--- config.mk ---
export PLATFORM = sky130hd
export DESIGN_NAME = udt_ram
export DESIGN_NICKNAME = d
export VERILOG_FILES = /design/src/sv/udp_socket_demux_table_defines.svh /design/src/sv/udt_ram.sv
export SDC_FILE = /design/constraint.sdc
export NUM_CORES = 1
export LEC_CHECK = 0
export BUFFER_PORTS_ARGS = -buffer_cell sky130_fd_sc_hd__buf_2
export CAP_MARGIN = 20
export CORE_MARGIN = 2
export CORE_UTILIZATION = 35
export CTS_CLUSTER_SIZE = 10
export DETAILED_ROUTE_END_ITERATION = 10
export GPL_ROUTABILITY_DRIVEN = 1
export SLEW_MARGIN = 20
export SYNTH_ARGS = -nofsm -noshare
export SYNTH_HDL_FRONTEND = slang
export SYNTH_SLANG_ARGS = --single-unit
--- constraint.sdc ---
create_clock -name aclk -period 6.05 [get_ports aclk]
set_input_delay 1.21 -clock aclk [delete_from_list [all_inputs] [get_ports aclk]]
set_output_delay 1.21 -clock aclk [all_outputs]
set_load 0.02 [all_outputs]
--- src/sv/udp_socket_demux_table_defines.svh ---
// Assertion macros shared by the UDP socket demultiplexing table RTL.
// Depends on nothing; the including module must provide aclk and aresetn.
`ifndef UDP_SOCKET_DEMUX_TABLE_DEFINES_SVH
`define UDP_SOCKET_DEMUX_TABLE_DEFINES_SVH

// Same-cycle implication, disabled while reset is held.
`define UDT_ASSERT_NOW(lbl, ante, cons, msg) \
    lbl: assert property (@(posedge aclk) disable iff (!aresetn) (ante) |-> (cons)) \
        else $error(msg);

// Next-cycle implication, disabled while reset is held.
`define UDT_ASSERT_NEXT(lbl, ante, cons, msg) \
    lbl: assert property (@(posedge aclk) disable iff (!aresetn) (ante) |=> (cons)) \
        else $error(msg);

`endif

--- src/sv/udt_ram.sv ---
// Generic single-write, single-read RAM with a registered read port.
// Depends on nothing; used for the endpoint table of udp_socket_demux_table.
`default_nettype none

module udt_ram #(
    parameter int WIDTH  = 8,
    parameter int DEPTH  = 64,
    parameter int ADDR_W = (DEPTH > 1) ? $clog2(DEPTH) : 1
) (
    input  wire logic              aclk,
    input  wire logic              we,
    input  wire logic [ADDR_W-1:0] waddr,
    input  wire logic [WIDTH-1:0]  wdata,
    input  wire logic              re,
    input  wire logic [ADDR_W-1:0] raddr,
    output logic      [WIDTH-1:0]  rdata
);

    logic [WIDTH-1:0] mem_reg [DEPTH];
    logic [WIDTH-1:0] rdata_reg;

    always_ff @(posedge aclk) begin
        if (we) begin
            mem_reg[waddr] <= wdata;
        end
        if (re) begin
            rdata_reg <= mem_reg[raddr];
        end
    end

    assign rdata = rdata_reg;

endmodule

`default_nettype wire

==> implementation parameters <==
Parameter                              Value

CTS
  CTS-repair resized insts    0
  Buffer count from post-CTS setup fixing    0
  Clock tree from TritonCTS    yes
  Latest clock arrival within the worst-skew pair    roughly 0.60 ns
  Reg clk slew, reported paths    0.05 ns
  Post-cts hold buffer count    0
  Number of buffers created by CTS    58
  Number of H-tree levels    2
  Maximum buffer depth of the clock tree    3
  Cell at the root of the clock tree    clkbuf_16
  Number of sinks on the clock net    between 500 and 600

Floorplan
  Die extent in y    about 240 um
  Floorplan row count    88
  Top-Level Pins    31
  Die ar.    roughly 60000 um2
  Horiz. Die Dim    245 um
  Core outline area    ~57000 um2
  Starting utilization of the core area    0.352

Worst setup path
  CP startpoint kind    primary input
  Worst Path Arrival    approximately 3.7 ns
  Required @ worst endpoint    about 6.4 ns
  Max Fanout on Critical Path    73
  Critical path endpoint category    flop
  Crit Path Category    primary input to flop

Global routing
  First-pass GRT wire length    66.7 mm
  Overall routing resource usage    0.152
  Global route total overflow    0
  Initial antenna violation count    5
  Vias in the first global route    between 9000 and 10000
  Largest net degree at the start of global routing    74

Synthesis
  Prevailing post-synth register cell    edfxtp_1
  Leading cell types by total area after synthesis    edfxtp_1 77%, mux4_2 14%, nor2_1 1.5%
  Synthesized area    between 20000 and 25000 um2
  Share of Yosys cell area claimed by the top area cell type    0.771
  Post-synth ARST share    0
  Synth warn    0
  Synth Net Count    just under 1000
  Cell type with the largest total area after synthesis    edfxtp_1
  Avg Synthesized Cell Area    around 22 um2
  EDFF count, synth    between 500 and 600
  Number of synthesized register bits    520
  Distinct cells, synth    39
  Portion of the post-synthesis area used by sequential elements    0.771
  Synthesized instance count    940

Drt
  Number of remaining DRC errors    0
  Number of detailed-route iterations in the first pass    5
  Routed via count divided by cell count    approximately 5.4
  Drt total wl    between 40 and 50 mm
  Iteration-0 DRC count of the detailed router    between 900 and 1000
  Antenna viol nets, final    0
  Via total after detailed routing    roughly 9500
  Average routed wire per standard cell    roughly 25 um

STA
  Remaining max-slew budget at the tightest pin    0.320
  Final-report max-slew violation count    0
  RSZ-0062 raised after global routing    false
  Worst slack on hold paths    0.921 ns
  Setup-failing EPs final    0
  Final number of hold-violating endpoints    0
  Final period demand of the worst path    3.39 ns
  Setup tns final    0 ns
  Fmax    slightly below 300 MHz
  Slew @ Worst Pin    just over 1 ns
  Portion of the clock cycle consumed by the worst path in the final layout    0.561
  Setup Skew    around 0.017 ns

Cells and area
  Number of flip-flops in the largest register    512
  Area growth, synth to finish    12.1%
  Nets    between 1000 and 1500
  Fraction of final layout cells with drive strength greater than 1    0.246
  # fillers    ~5000

Outcome
  Status    finished, final reports clean

Placed design
  Detailed Place HPWL    roughly 26 mm
  Count of input and output buffers    30
  Final weighted congestion of routability-driven global placement    around 0.77

Power and ir drop
  Power per standard cell area    roughly 320 nW/um2
  Leakage    about 6.9 nW
  Total power after layout    7.35 mW
  Peak supply drop    between 0.00015 and 0.0002 V

Min path
  Worst min path class    flop to flop

Flow run
  Count of max-cap constraint violations    0
power by group:
group / internal (mW) / switching (mW)
sequential: 4.00 / 0.00923
combinational: 0.134 / 0.225
clock: 1.70 / 1.28
critical path, cell delays in order:
cell and delay, ns:
clkbuf_8 0.70, buf_4 0.39, mux4_2 0.55, mux2i_1 0.23
o2111ai_1 0.30, nand2_1 0.20, o2bb2ai_1 0.08
cell usage in the layout, fill, tap and decap left out, types with 3 or more instances in the layout:
cell type / n
buf_2: 23
o2bb2ai_1: 3
mux2_2: 13
nor2_1: 83
nand2b_1: 7
o2111ai_1: 3
o221ai_1: 8
a21oi_1: 3
a221oi_1: 6
nor2b_1: 14
nand2_1: 19
buf_12: 3
nor3_1: 7
nand3_1: 13
nand3b_1: 3
a211oi_1: 4
mux2i_1: 23
o22ai_1: 8
clkbuf_16: 59
mux4_2: 126
buf_4: 16
a22oi_1: 3
edfxtp_1: 520
area by class of cell:
class,count,area (um2),area share
Timing Repair Buffer,43,309,0.0136
Multi-Input combinational cell,369,4320,0.190
Antenna cell,2,5.00,0.000220
Clock buffer,61,1480,0.0654
Clock inverter,3,21.3,0.000937
Sequential cell,520,15600,0.688
Tap cell,765,957,0.0422
cells by family (layout without fill, tap and decap cells):
kind of cell,count (synthesis),count (layout),share of synthesized area
AOI/OAI and AO/OA,54,54,0.0206
buffers and inverters,51,107,0.0156
DFF,520,520,0.771
muxes,162,162,0.159
other,0,2,0
and+or+nand+nor,153,153,0.0337
layer usage:
layer  up-vias  wire length [um]  GRT usage
met2       332             21000      0.237
li1       4009                 -          -
met1      5021             19100      0.216
met3        84              3230     0.0309
met5         -                35          0
met4         6              1130     0.0488
Yosys cell counts, drive strengths merged, types with 3 or more instances:
library cell / number
a211oi: 4
a21oi: 3
a221oi: 6
a22oi: 3
buf: 34
clkbuf: 17
edfxtp: 520
mux2: 13
mux2i: 23
mux4: 126
nand2: 19
nand2b: 7
nand3: 13
nand3b: 3
nor2: 83
nor2b: 14
nor3: 7
o2111ai: 3
o21ai: 4
o221ai: 8
o22ai: 8
o2bb2ai: 3
final timing paths:
| kind | slack, ns | to | startpoint | cells after the start |
|---|---|---|---|---|
| max reg2reg | 3.84 | rdata[6] | mem_reg[21][6] | 5 |
| max | 2.66 | rdata[0] | raddr[0] | 7 |
| min | 0.92 | rdata[2] | mem_reg[34][2] | 4 |
| min reg2reg | 0.92 | rdata[2] | mem_reg[34][2] | 4 |
stage by stage:
step	setup WS, ns	cell area, um2	std cells	utilization
CTS	2.60	22700	1761	0.395
floorplan	3.03	20200	940	-
detailed placement	1.97	21200	1697	0.369
global route	2.43	22700	1761	0.395
global placement	1.96	21200	1697	0.369
finish	2.66	22700	1763	0.395
No activity file was read; power rests on OpenSTA's default activity.
